[src/fibc_pkg.sv]
// Shared types and constants for the fault injection backoff controller.
package fibc_pkg;

  // Field widths
  localparam int unsigned NOW_W     = 31;
  localparam int unsigned LEVEL_W   = 15;
  localparam int unsigned RETRY_W   = 4;
  localparam int unsigned SEED_W    = 32;
  localparam int unsigned BACKOFF_W = 16;
  localparam int unsigned TOTAL_W   = 20;

  localparam int unsigned IN_DATA_W  = 32;
  localparam int unsigned OUT_DATA_W = 48;
  localparam int unsigned CFG_IDX_W  = 3;
  localparam int unsigned CFG_DATA_W = 32;

  // Configuration register indexes
  localparam logic [CFG_IDX_W-1:0] CFG_FAIL_LEVEL  = 3'd0;
  localparam logic [CFG_IDX_W-1:0] CFG_MAX_RETRIES = 3'd1;
  localparam logic [CFG_IDX_W-1:0] CFG_SEED_VALUE  = 3'd2;
  localparam logic [CFG_IDX_W-1:0] CFG_MIN_BACKOFF = 3'd3;
  localparam logic [CFG_IDX_W-1:0] CFG_MAX_BACKOFF = 3'd4;

  // Reset values
  localparam logic [LEVEL_W-1:0]   FAIL_LEVEL_RST  = 15'd0;
  localparam logic [RETRY_W-1:0]   MAX_RETRIES_RST = 4'd3;
  localparam logic [BACKOFF_W-1:0] MIN_BACKOFF_RST = 16'd100;
  localparam logic [BACKOFF_W-1:0] MAX_BACKOFF_RST = 16'd5000;

  // Generator and policy constants
  localparam logic [31:0] LCG_MUL        = 32'd1103515245;
  localparam logic [31:0] LCG_INC        = 32'd12345;
  localparam logic [31:0] RECENT_SECONDS = 32'd10;
  localparam int unsigned RAISE_COUNT    = 5;
  localparam int unsigned RETRY_LIMIT    = 15;
  // ceil(2^17 / 3): exact quotient by three for any 17-bit dividend
  localparam logic [16:0] DIV3_RECIP     = 17'd43691;

  typedef struct packed {
    logic accept;    // latch a new attempt
    logic draw;      // advance the generator
    logic log_fail;  // mark failure and store the timestamp
    logic scan;      // walk the timestamp ring
    logic adapt;     // update the adaptive base
    logic add;       // add one retry backoff and draw
    logic set_ok;    // mark success
    logic emit;      // load the output register
  } cmd_t;

  typedef struct packed {
    logic inj_en;
    logic fails;
    logic scan_done;
    logic retry_done;
    logic out_free;
  } sts_t;

endpackage

[src/fault_injection_backoff_controller_top.sv]
// Top level of the fault injection backoff controller.
//
// Each transaction on the s_axis channel is one operation attempt; tdata carries
// the current time in seconds. The block decides whether the attempt fails,
// logs failures in a timestamp ring, adapts the backoff base and draws up to
// the configured number of retries, then returns one result transaction on m_axis.
// Settings are written through cfg_we_i / cfg_idx_i / cfg_data_i while idle;
// a seed write reloads the random generator.
// With injection off an attempt goes straight to the result; a failure is followed
// by a scan of the timestamp ring (at most WINDOW_DEPTH entries, one registered RAM
// read per cycle), the base update and the retry draws. One attempt is processed
// at a time; the next is taken once the result is in the output register. If the
// receiver stalls, the result holds in that register while the next attempt is
// accepted and worked on; its result waits for the slot.
// Reset clears the generator, the ring pointers and the output register, and
// sets the base to 100 ms; the ring contents are not cleared.
module fault_injection_backoff_controller_top
  import fibc_pkg::*;
#(
  parameter int unsigned WINDOW_DEPTH = 16
) (
  input  logic                  clk_i,
  input  logic                  rst_ni,
  input  logic                  s_axis_tvalid,
  output logic                  s_axis_tready,
  input  logic [IN_DATA_W-1:0]  s_axis_tdata,  // [30:0] now_sec
  output logic                  m_axis_tvalid,
  input  logic                  m_axis_tready,
  // [0] failed, [1] succeeded, [5:2] retries_made, [25:6] backoff_sum_ms,
  // [41:26] adaptive_base_ms
  output logic [OUT_DATA_W-1:0] m_axis_tdata,
  input  logic                  cfg_we_i,
  input  logic [CFG_IDX_W-1:0]  cfg_idx_i,
  input  logic [CFG_DATA_W-1:0] cfg_data_i
);

  cmd_t cmd;
  sts_t sts;

  fibc_ctrl u_ctrl (
    .clk_i      (clk_i),
    .rst_ni     (rst_ni),
    .in_valid_i (s_axis_tvalid),
    .in_ready_o (s_axis_tready),
    .sts_i      (sts),
    .cmd_o      (cmd)
  );

  fibc_dp #(
    .WINDOW_DEPTH (WINDOW_DEPTH)
  ) u_dp (
    .clk_i       (clk_i),
    .rst_ni      (rst_ni),
    .cfg_we_i    (cfg_we_i),
    .cfg_idx_i   (cfg_idx_i),
    .cfg_data_i  (cfg_data_i),
    .now_i       (s_axis_tdata[NOW_W-1:0]),
    .cmd_i       (cmd),
    .sts_o       (sts),
    .out_valid_o (m_axis_tvalid),
    .out_ready_i (m_axis_tready),
    .out_data_o  (m_axis_tdata)
  );

endmodule

[src/fibc_ram.sv]
// Generic single write port RAM with registered read.
module fibc_ram #(
  parameter int unsigned WIDTH = 31,
  parameter int unsigned DEPTH = 16
) (
  input  logic                                   clk_i,
  input  logic                                   we_i,
  input  logic [(DEPTH > 1 ? $clog2(DEPTH) : 1)-1:0] waddr_i,
  input  logic [WIDTH-1:0]                       wdata_i,
  input  logic                                   re_i,
  input  logic [(DEPTH > 1 ? $clog2(DEPTH) : 1)-1:0] raddr_i,
  output logic [WIDTH-1:0]                       rdata_o
);

  logic [WIDTH-1:0] mem_q [DEPTH];

  always_ff @(posedge clk_i) begin
    if (we_i) begin
      mem_q[waddr_i] <= wdata_i;
    end
    if (re_i) begin
      rdata_o <= mem_q[raddr_i];
    end
  end

endmodule

[src/fibc_ctrl.sv]
// Sequencing state machine for one attempt.
module fibc_ctrl
  import fibc_pkg::*;
(
  input  logic clk_i,
  input  logic rst_ni,
  input  logic in_valid_i,
  output logic in_ready_o,
  input  sts_t sts_i,
  output cmd_t cmd_o
);

  localparam logic [2:0] S_IDLE  = 3'd0;
  localparam logic [2:0] S_DRAW  = 3'd1;
  localparam logic [2:0] S_CHECK = 3'd2;
  localparam logic [2:0] S_SCAN  = 3'd3;
  localparam logic [2:0] S_ADAPT = 3'd4;
  localparam logic [2:0] S_ADD   = 3'd5;
  localparam logic [2:0] S_RCHK  = 3'd6;
  localparam logic [2:0] S_EMIT  = 3'd7;

  logic [2:0] state_q, state_d;

  always_comb begin
    state_d    = state_q;
    cmd_o      = '0;
    in_ready_o = 1'b0;
    unique case (state_q)
      S_IDLE: begin
        in_ready_o = 1'b1;
        if (in_valid_i) begin
          cmd_o.accept = 1'b1;
          state_d      = sts_i.inj_en ? S_DRAW : S_EMIT;
        end
      end
      S_DRAW: begin
        cmd_o.draw = 1'b1;
        state_d    = S_CHECK;
      end
      S_CHECK: begin
        if (sts_i.fails) begin
          cmd_o.log_fail = 1'b1;
          state_d        = S_SCAN;
        end else begin
          state_d = S_EMIT;
        end
      end
      S_SCAN: begin
        cmd_o.scan = 1'b1;
        if (sts_i.scan_done) begin
          state_d = S_ADAPT;
        end
      end
      S_ADAPT: begin
        cmd_o.adapt = 1'b1;
        state_d     = S_ADD;
      end
      S_ADD: begin
        if (sts_i.retry_done) begin
          state_d = S_EMIT;
        end else begin
          cmd_o.add = 1'b1;
          state_d   = S_RCHK;
        end
      end
      S_RCHK: begin
        if (!sts_i.fails) begin
          cmd_o.set_ok = 1'b1;
          state_d      = S_EMIT;
        end else begin
          state_d = S_ADD;
        end
      end
      S_EMIT: begin
        // hold until the output register can take the result
        if (sts_i.out_free) begin
          cmd_o.emit = 1'b1;
          state_d    = S_IDLE;
        end
      end
      default: state_d = S_IDLE;
    endcase
  end

  always_ff @(posedge clk_i or negedge rst_ni) begin
    if (!rst_ni) begin
      state_q <= S_IDLE;
    end else begin
      state_q <= state_d;
    end
  end

endmodule

[src/fibc_dp.sv]
// Datapath: settings, generator, timestamp ring, adaptive base, retry sum, output register.
module fibc_dp
  import fibc_pkg::*;
#(
  parameter int unsigned WINDOW_DEPTH = 16
) (
  input  logic                  clk_i,
  input  logic                  rst_ni,
  input  logic                  cfg_we_i,
  input  logic [CFG_IDX_W-1:0]  cfg_idx_i,
  input  logic [CFG_DATA_W-1:0] cfg_data_i,
  input  logic [NOW_W-1:0]      now_i,
  input  cmd_t                  cmd_i,
  output sts_t                  sts_o,
  output logic                  out_valid_o,
  input  logic                  out_ready_i,
  output logic [OUT_DATA_W-1:0] out_data_o
);

  localparam int unsigned IDX_W  = WINDOW_DEPTH > 1 ? $clog2(WINDOW_DEPTH) : 1;
  localparam int unsigned FILL_W = $clog2(WINDOW_DEPTH + 1);

  // Settings
  logic [LEVEL_W-1:0]   fail_level_q;
  logic [RETRY_W-1:0]   retry_max_q;
  logic [BACKOFF_W-1:0] min_q, max_q;

  // Working state
  logic [SEED_W-1:0]    rng_q;
  logic [IDX_W-1:0]     head_q;
  logic [FILL_W-1:0]    fill_q;
  logic [FILL_W-1:0]    scan_idx_q;
  logic [FILL_W-1:0]    recent_q;
  logic                 rd_pend_q;
  logic [BACKOFF_W-1:0] base_q;
  logic [NOW_W-1:0]     now_q;
  logic                 failed_q, success_q;
  logic [RETRY_W-1:0]   retries_q;
  logic [TOTAL_W-1:0]   total_q;

  // Output register
  logic                  out_valid_q;
  logic [OUT_DATA_W-1:0] out_data_q;

  logic [NOW_W-1:0]     rd_data;
  logic                 rd_en;
  logic [LEVEL_W-1:0]   roll;
  logic [RETRY_W-1:0]   limit;
  logic                 is_recent;
  logic [17:0]          up_sum;
  logic [16:0]          up_val;
  logic [BACKOFF_W-1:0] up_base;
  logic [33:0]          dn_prod;
  logic [16:0]          dn_val;
  logic [BACKOFF_W-1:0] dn_base;
  logic [30:0]          shifted;
  logic [BACKOFF_W-1:0] backoff;
  logic [TOTAL_W:0]     sum;
  logic [31:0]          rng_next;

  assign roll     = rng_q[30:16];
  assign rng_next = rng_q * LCG_MUL + LCG_INC;
  assign limit    = ({1'b0, retry_max_q} < 5'(RETRY_LIMIT)) ? retry_max_q
                                                             : RETRY_W'(RETRY_LIMIT);

  assign rd_en = cmd_i.scan && (scan_idx_q < fill_q);

  fibc_ram #(
    .WIDTH (NOW_W),
    .DEPTH (WINDOW_DEPTH)
  ) u_ring (
    .clk_i   (clk_i),
    .we_i    (cmd_i.log_fail),
    .waddr_i (head_q),
    .wdata_i (now_q),
    .re_i    (rd_en),
    .raddr_i (scan_idx_q[IDX_W-1:0]),
    .rdata_o (rd_data)
  );

  // A stored time later than now counts as recent, no wrap on the addition
  assign is_recent = ({1'b0, rd_data} + RECENT_SECONDS) >= {1'b0, now_q};

  // Raise by 3/2, cap at max
  assign up_sum  = {2'b00, base_q} + {1'b0, base_q, 1'b0};
  assign up_val  = up_sum[17:1];
  assign up_base = (up_val > {1'b0, max_q}) ? max_q : up_val[15:0];

  // Lower by 2/3 through the reciprocal, floor at min
  assign dn_prod = {base_q, 1'b0} * DIV3_RECIP;
  assign dn_val  = dn_prod[33:17];
  assign dn_base = (dn_val < {1'b0, min_q}) ? min_q : dn_val[15:0];

  // Retry backoff: base << k saturated at max, sum saturated at the field width
  assign shifted = 31'(base_q) << retries_q;
  assign backoff = (shifted > 31'(max_q)) ? max_q : shifted[15:0];
  assign sum     = {1'b0, total_q} + (TOTAL_W + 1)'(backoff);

  always_ff @(posedge clk_i or negedge rst_ni) begin
    if (!rst_ni) begin
      fail_level_q  <= FAIL_LEVEL_RST;
      retry_max_q   <= MAX_RETRIES_RST;
      min_q         <= MIN_BACKOFF_RST;
      max_q         <= MAX_BACKOFF_RST;
      rng_q         <= '0;
      head_q        <= '0;
      fill_q        <= '0;
      scan_idx_q    <= '0;
      recent_q      <= '0;
      rd_pend_q     <= 1'b0;
      base_q        <= MIN_BACKOFF_RST;
      failed_q      <= 1'b0;
      success_q     <= 1'b1;
      retries_q     <= '0;
      total_q       <= '0;
      out_valid_q   <= 1'b0;
    end else begin
      if (cfg_we_i) begin
        unique case (cfg_idx_i)
          CFG_FAIL_LEVEL:  fail_level_q  <= cfg_data_i[LEVEL_W-1:0];
          CFG_MAX_RETRIES: retry_max_q   <= cfg_data_i[RETRY_W-1:0];
          CFG_SEED_VALUE:  rng_q         <= cfg_data_i[SEED_W-1:0];
          CFG_MIN_BACKOFF: min_q         <= cfg_data_i[BACKOFF_W-1:0];
          CFG_MAX_BACKOFF: max_q         <= cfg_data_i[BACKOFF_W-1:0];
          default: ;
        endcase
      end

      if (cmd_i.accept) begin
        failed_q  <= 1'b0;
        success_q <= 1'b1;
        retries_q <= '0;
        total_q   <= '0;
      end

      if (cmd_i.draw || cmd_i.add) begin
        rng_q <= rng_next;
      end

      if (cmd_i.log_fail) begin
        failed_q   <= 1'b1;
        success_q  <= 1'b0;
        head_q     <= (head_q == IDX_W'(WINDOW_DEPTH - 1)) ? '0 : head_q + 1'b1;
        if (fill_q < FILL_W'(WINDOW_DEPTH)) begin
          fill_q <= fill_q + 1'b1;
        end
        scan_idx_q <= '0;
        recent_q   <= '0;
        rd_pend_q  <= 1'b0;
      end

      if (cmd_i.scan) begin
        if (rd_en) begin
          scan_idx_q <= scan_idx_q + 1'b1;
        end
        rd_pend_q <= rd_en;
        if (rd_pend_q && is_recent) begin
          recent_q <= recent_q + 1'b1;
        end
      end

      if (cmd_i.adapt) begin
        if (32'(recent_q) >= RAISE_COUNT) begin
          base_q <= up_base;
        end else if (32'(recent_q) <= 32'd1) begin
          base_q <= dn_base;
        end
      end

      if (cmd_i.add) begin
        total_q   <= sum[TOTAL_W] ? '1 : sum[TOTAL_W-1:0];
        retries_q <= retries_q + 1'b1;
      end

      if (cmd_i.set_ok) begin
        success_q <= 1'b1;
      end

      if (cmd_i.emit) begin
        out_valid_q <= 1'b1;
      end else if (out_ready_i) begin
        out_valid_q <= 1'b0;
      end
    end
  end

  always_ff @(posedge clk_i) begin
    if (cmd_i.accept) begin
      now_q <= now_i;
    end
    if (cmd_i.emit) begin
      out_data_q <= {6'b0, base_q, total_q, retries_q, success_q, failed_q};
    end
  end

  assign sts_o.inj_en     = (fail_level_q != '0);
  assign sts_o.fails      = (roll < fail_level_q);
  assign sts_o.scan_done  = (scan_idx_q == fill_q) && !rd_pend_q;
  assign sts_o.retry_done = (retries_q == limit);
  assign sts_o.out_free   = !out_valid_q || out_ready_i;

  assign out_valid_o = out_valid_q;
  assign out_data_o  = out_data_q;

endmodule

[config.mk]
export PLATFORM = sky130hd
export DESIGN_NAME = fault_injection_backoff_controller_top
export DESIGN_NICKNAME = d
export VERILOG_FILES = /design/src/fibc_pkg.sv /design/src/fault_injection_backoff_controller_top.sv /design/src/fibc_ram.sv /design/src/fibc_ctrl.sv /design/src/fibc_dp.sv
export SDC_FILE = /design/constraint.sdc
export NUM_CORES = 2
export LEC_CHECK = 0
export BUFFER_PORTS_ARGS = -buffer_cell sky130_fd_sc_hd__buf_2
export CAP_MARGIN = 10
export CORE_UTILIZATION = 65
export CTS_CLUSTER_SIZE = 14
export DETAILED_ROUTE_END_ITERATION = 10
export HOLD_SLACK_MARGIN = 0.15
export PLACE_DENSITY = 0.86
export SLEW_MARGIN = 10
export SYNTH_ARGS = -nofsm -noshare
export SYNTH_HDL_FRONTEND = slang
export SYNTH_SLANG_ARGS = --single-unit
[constraint.sdc]
create_clock -name clk_i -period 12.4 [get_ports clk_i]
set_input_delay 1.24 -clock clk_i [delete_from_list [all_inputs] [get_ports clk_i]]
set_output_delay 1.24 -clock clk_i [all_outputs]
set_load 0.05 [all_outputs]
==> results.sh <==
export IMPL_status="complete, no violations"
export IMPL_grt_pass1_wl_um=180000
export IMPL_multi_input_area_um2=22300
export IMPL_path_clk_slew_ps=60
export IMPL_synth_seq_area_share_pct=46.5
export IMPL_routabilityCongestion=0.951
export IMPL_synthArstFlopShare_pct=19.8
export IMPL_wire_per_inst_um=24.8
export IMPL_slew_viol_final=0
export IMPL_path_buf_inv=4
export IMPL_hold_start="u_dp.failed_q$_DFFE_PN0P_"
export IMPL_dp_hpwl_um=77200
export IMPL_globalRouteOverflowTotal=0
export IMPL_ys_ff_latch=748
export IMPL_grt_usage_pct=32.8
export IMPL_grt_max_degree=67
export IMPL_antenna_cells=0
export IMPL_nFillCells=4426
export IMPL_core_area_um2=70600
export IMPL_yosys_cell_count_top_type="inv_1"
export IMPL_arrival_ps=9730
export IMPL_syn_inst=3592
export IMPL_fmax_mhz=108
export IMPL_die_height_um=270
export IMPL_cp_end_kind="flop"
export IMPL_numClockSinks=748
export IMPL_synth_warnings=0
export IMPL_crit_type="flop to flop"
export IMPL_holdPathStages=0
export IMPL_synth_avg_cell_area_um2=13.0
export IMPL_reg2reg_to="u_dp.base_q[15]$_DFFE_PN0P_"
export IMPL_drc=0
export IMPL_clockBufferDepth=3
export IMPL_r2r_start="u_dp.base_q[1]$_DFFE_PN0P_"
export IMPL_synth_area_um2=46700
export IMPL_crit_family="adder cells"
export IMPL_min_period_over_period_pct=74.4
export IMPL_h_tree_depth=3
export IMPL_fp_dieW_um=270
export IMPL_yosys_most_used_dff="edfxtp_1"
export IMPL_antenna_found_initial=0
export IMPL_dieArea_um2=73000
export IMPL_first_pass_iters=9
export IMPL_cts_buffers=76
export IMPL_cpMaxStageDelayCell="dfrtp_1"
export IMPL_wl_um=117000
export IMPL_tritoncts="built"
export IMPL_vias_per_cell=6.32
export IMPL_finalSetupTns_ps=0
export IMPL_setup_violations=0
export IMPL_grt_pass1_vias=30891
export IMPL_cpPeakStageDelay_ps=670
export IMPL_cts_resized=0
export IMPL_hold_buffers=0
export IMPL_nets=4513
export IMPL_vias=29802
export IMPL_synth_top_cell_area_share_pct=38.6
export IMPL_max_slew_margin_rel_pct=13.0
export IMPL_ant_nets=0
export IMPL_synthDistinctLibCells=81
export IMPL_ys_top_cells_by_count="inv_1, edfxtp_1, ha_1"
export IMPL_pin_count=122
export IMPL_maxCapViolations=0
export IMPL_drive_above_1_share_pct=13.5
export IMPL_drt_iter0_drc=3049
export IMPL_hold_class="flop to flop"
export IMPL_cts_setup_buffers=0
export IMPL_finalHoldViolations=0
export IMPL_area_growth_pct=8.95
export IMPL_worst_clock_skew_ps=44.7
export IMPL_min_period_ps=9220
export IMPL_yosysTopAreaCell="edfxtp_1"
export IMPL_rsz0062_at_grt="false"
export IMPL_synth_area_leaders="edfxtp_1, ha_1, fa_1"
export IMPL_max_slew_worst_pin_slew_ps=1300
export IMPL_synth_edff_count=600
export IMPL_rows=97
export IMPL_crit_required_ps=12910
export IMPL_clk_latency_ps=660
export IMPL_reg2reg_slack_ps=3180
export IMPL_worstPathMaxFanout=15
export IMPL_io_buffers=113
export IMPL_hold_path_endpoint="u_dp.out_data_o[0]$_DFFE_PP_"
export IMPL_seq_area_um2=21700
export IMPL_ctsRootBufferMaster="clkbuf_16"
export IMPL_reg2reg_depth=32
export IMPL_startpoint_type="flop"
export IMPL_initial_core_util_pct=66.2
[cells in the final DEF, fill, tap and decap left out, types with 48 or more instances in the layout]
master and instances:
inv_1 641, edfxtp_1 600, ha_1 457, fa_1 262
mux4_2 156, a21oi_1 156, nand2_1 153, dfrtp_1 130
nor2_1 122, buf_2 112, o21ai_0 99, xnor2_1 98
clkbuf_16 76, a21o_1 48
[metal layers]
layer	wire, um	global-route usage (%)	part of all wire, %	vias up
li1	-	-	-	12942
met1	43900	42.1	37	14785
met2	58100	55.4	50	1685
met3	9550	4.75	8.1	390
met4	5600	15.7	4.8	0
met5	0	0	0	-
[stage by stage]
stage | hold slack [ps] | instance area [um2] | utilization [%] | instances | worst slack, ps
detailed placement | 448 | 48400 | 68.6 | 4583 | 3340
CTS | 468 | 50900 | 72.0 | 4717 | 3260
global route | 495 | 50900 | 72.1 | 4718 | 2750
floorplan | 423 | 46700 | - | 3597 | 4630
finish | 459 | 50900 | 72.1 | 4718 | 3180
global placement | 433 | 48400 | 68.6 | 4583 | 3470
[worst max-delay path by stage]
stage	end	slack, ps	cells after the start	start
final	u_dp.base_q[15]$_DFFE_PN0P_	3180	32	u_dp.base_q[1]$_DFFE_PN0P_
after global routing	u_dp.base_q[15]$_DFFE_PN0P_	2750	32	u_dp.base_q[1]$_DFFE_PN0P_
after CTS	u_dp.base_q[15]$_DFFE_PN0P_	3260	32	u_dp.base_q[1]$_DFFE_PN0P_
after detailed placement	u_dp.base_q[15]$_DFFE_PN0P_	3340	32	u_dp.base_q[1]$_DFFE_PN0P_
after global placement	u_dp.base_q[15]$_DFFE_PN0P_	3470	32	u_dp.base_q[1]$_DFFE_PN0P_
after floorplan	u_dp.base_q[1]$_DFFE_PN0P_	4630	32	u_dp.base_q[2]$_DFFE_PN1P_
[cell families (layout without fill, tap and decap cells)]
| logic type | count (synthesis) | in the layout | share of synthesized area (%) |
|---|---|---|---|
| AOI/OAI and AO/OA | 510 | 510 | 6.92 |
| xor gates and xnor gates | 145 | 145 | 2.72 |
| adders and majority gates | 719 | 719 | 23.5 |
| buffers and inverters | 745 | 926 | 6.11 |
| DFF | 748 | 748 | 46.5 |
| muxes | 229 | 229 | 9.24 |
| other | 1 | 6 | 0.00803 |
| and+or+nand+nor | 495 | 495 | 5.03 |
[cell type report]
| type | count | area share [%] |
|---|---|---|
| Multi-Input combinational cell | 2104 | 43.8 |
| Sequential cell | 748 | 42.7 |
| Inverter | 642 | 4.73 |
| Clock buffer | 89 | 3.83 |
| Tap cell | 940 | 2.31 |
| Timing Repair Buffer | 150 | 1.67 |
| Clock inverter | 45 | 0.951 |
[registers in the layout, summed over array words and instances, names as in the netlist, 3 cells and up]
signal / cells
u_dp.now_q: 31
u_dp.u_ring.mem_q: 496
u_dp.max_q: 16
u_dp.out_data_o: 42
u_dp.fill_q: 5
u_dp.base_q: 16
u_dp.rng_q: 31
u_dp.head_q: 4
u_dp.u_ring.rdata_o: 31
u_dp.retry_max_q: 4
u_dp.retries_q: 4
u_dp.scan_idx_q: 5
u_dp.min_q: 16
u_dp.recent_q: 5
u_dp.total_q: 20
u_dp.fail_level_q: 15
u_ctrl.state_q: 3
Power is left out: the tool's default activity adds up to more than one toggle a clock period on the data nets, which glitch-free logic cannot reach.
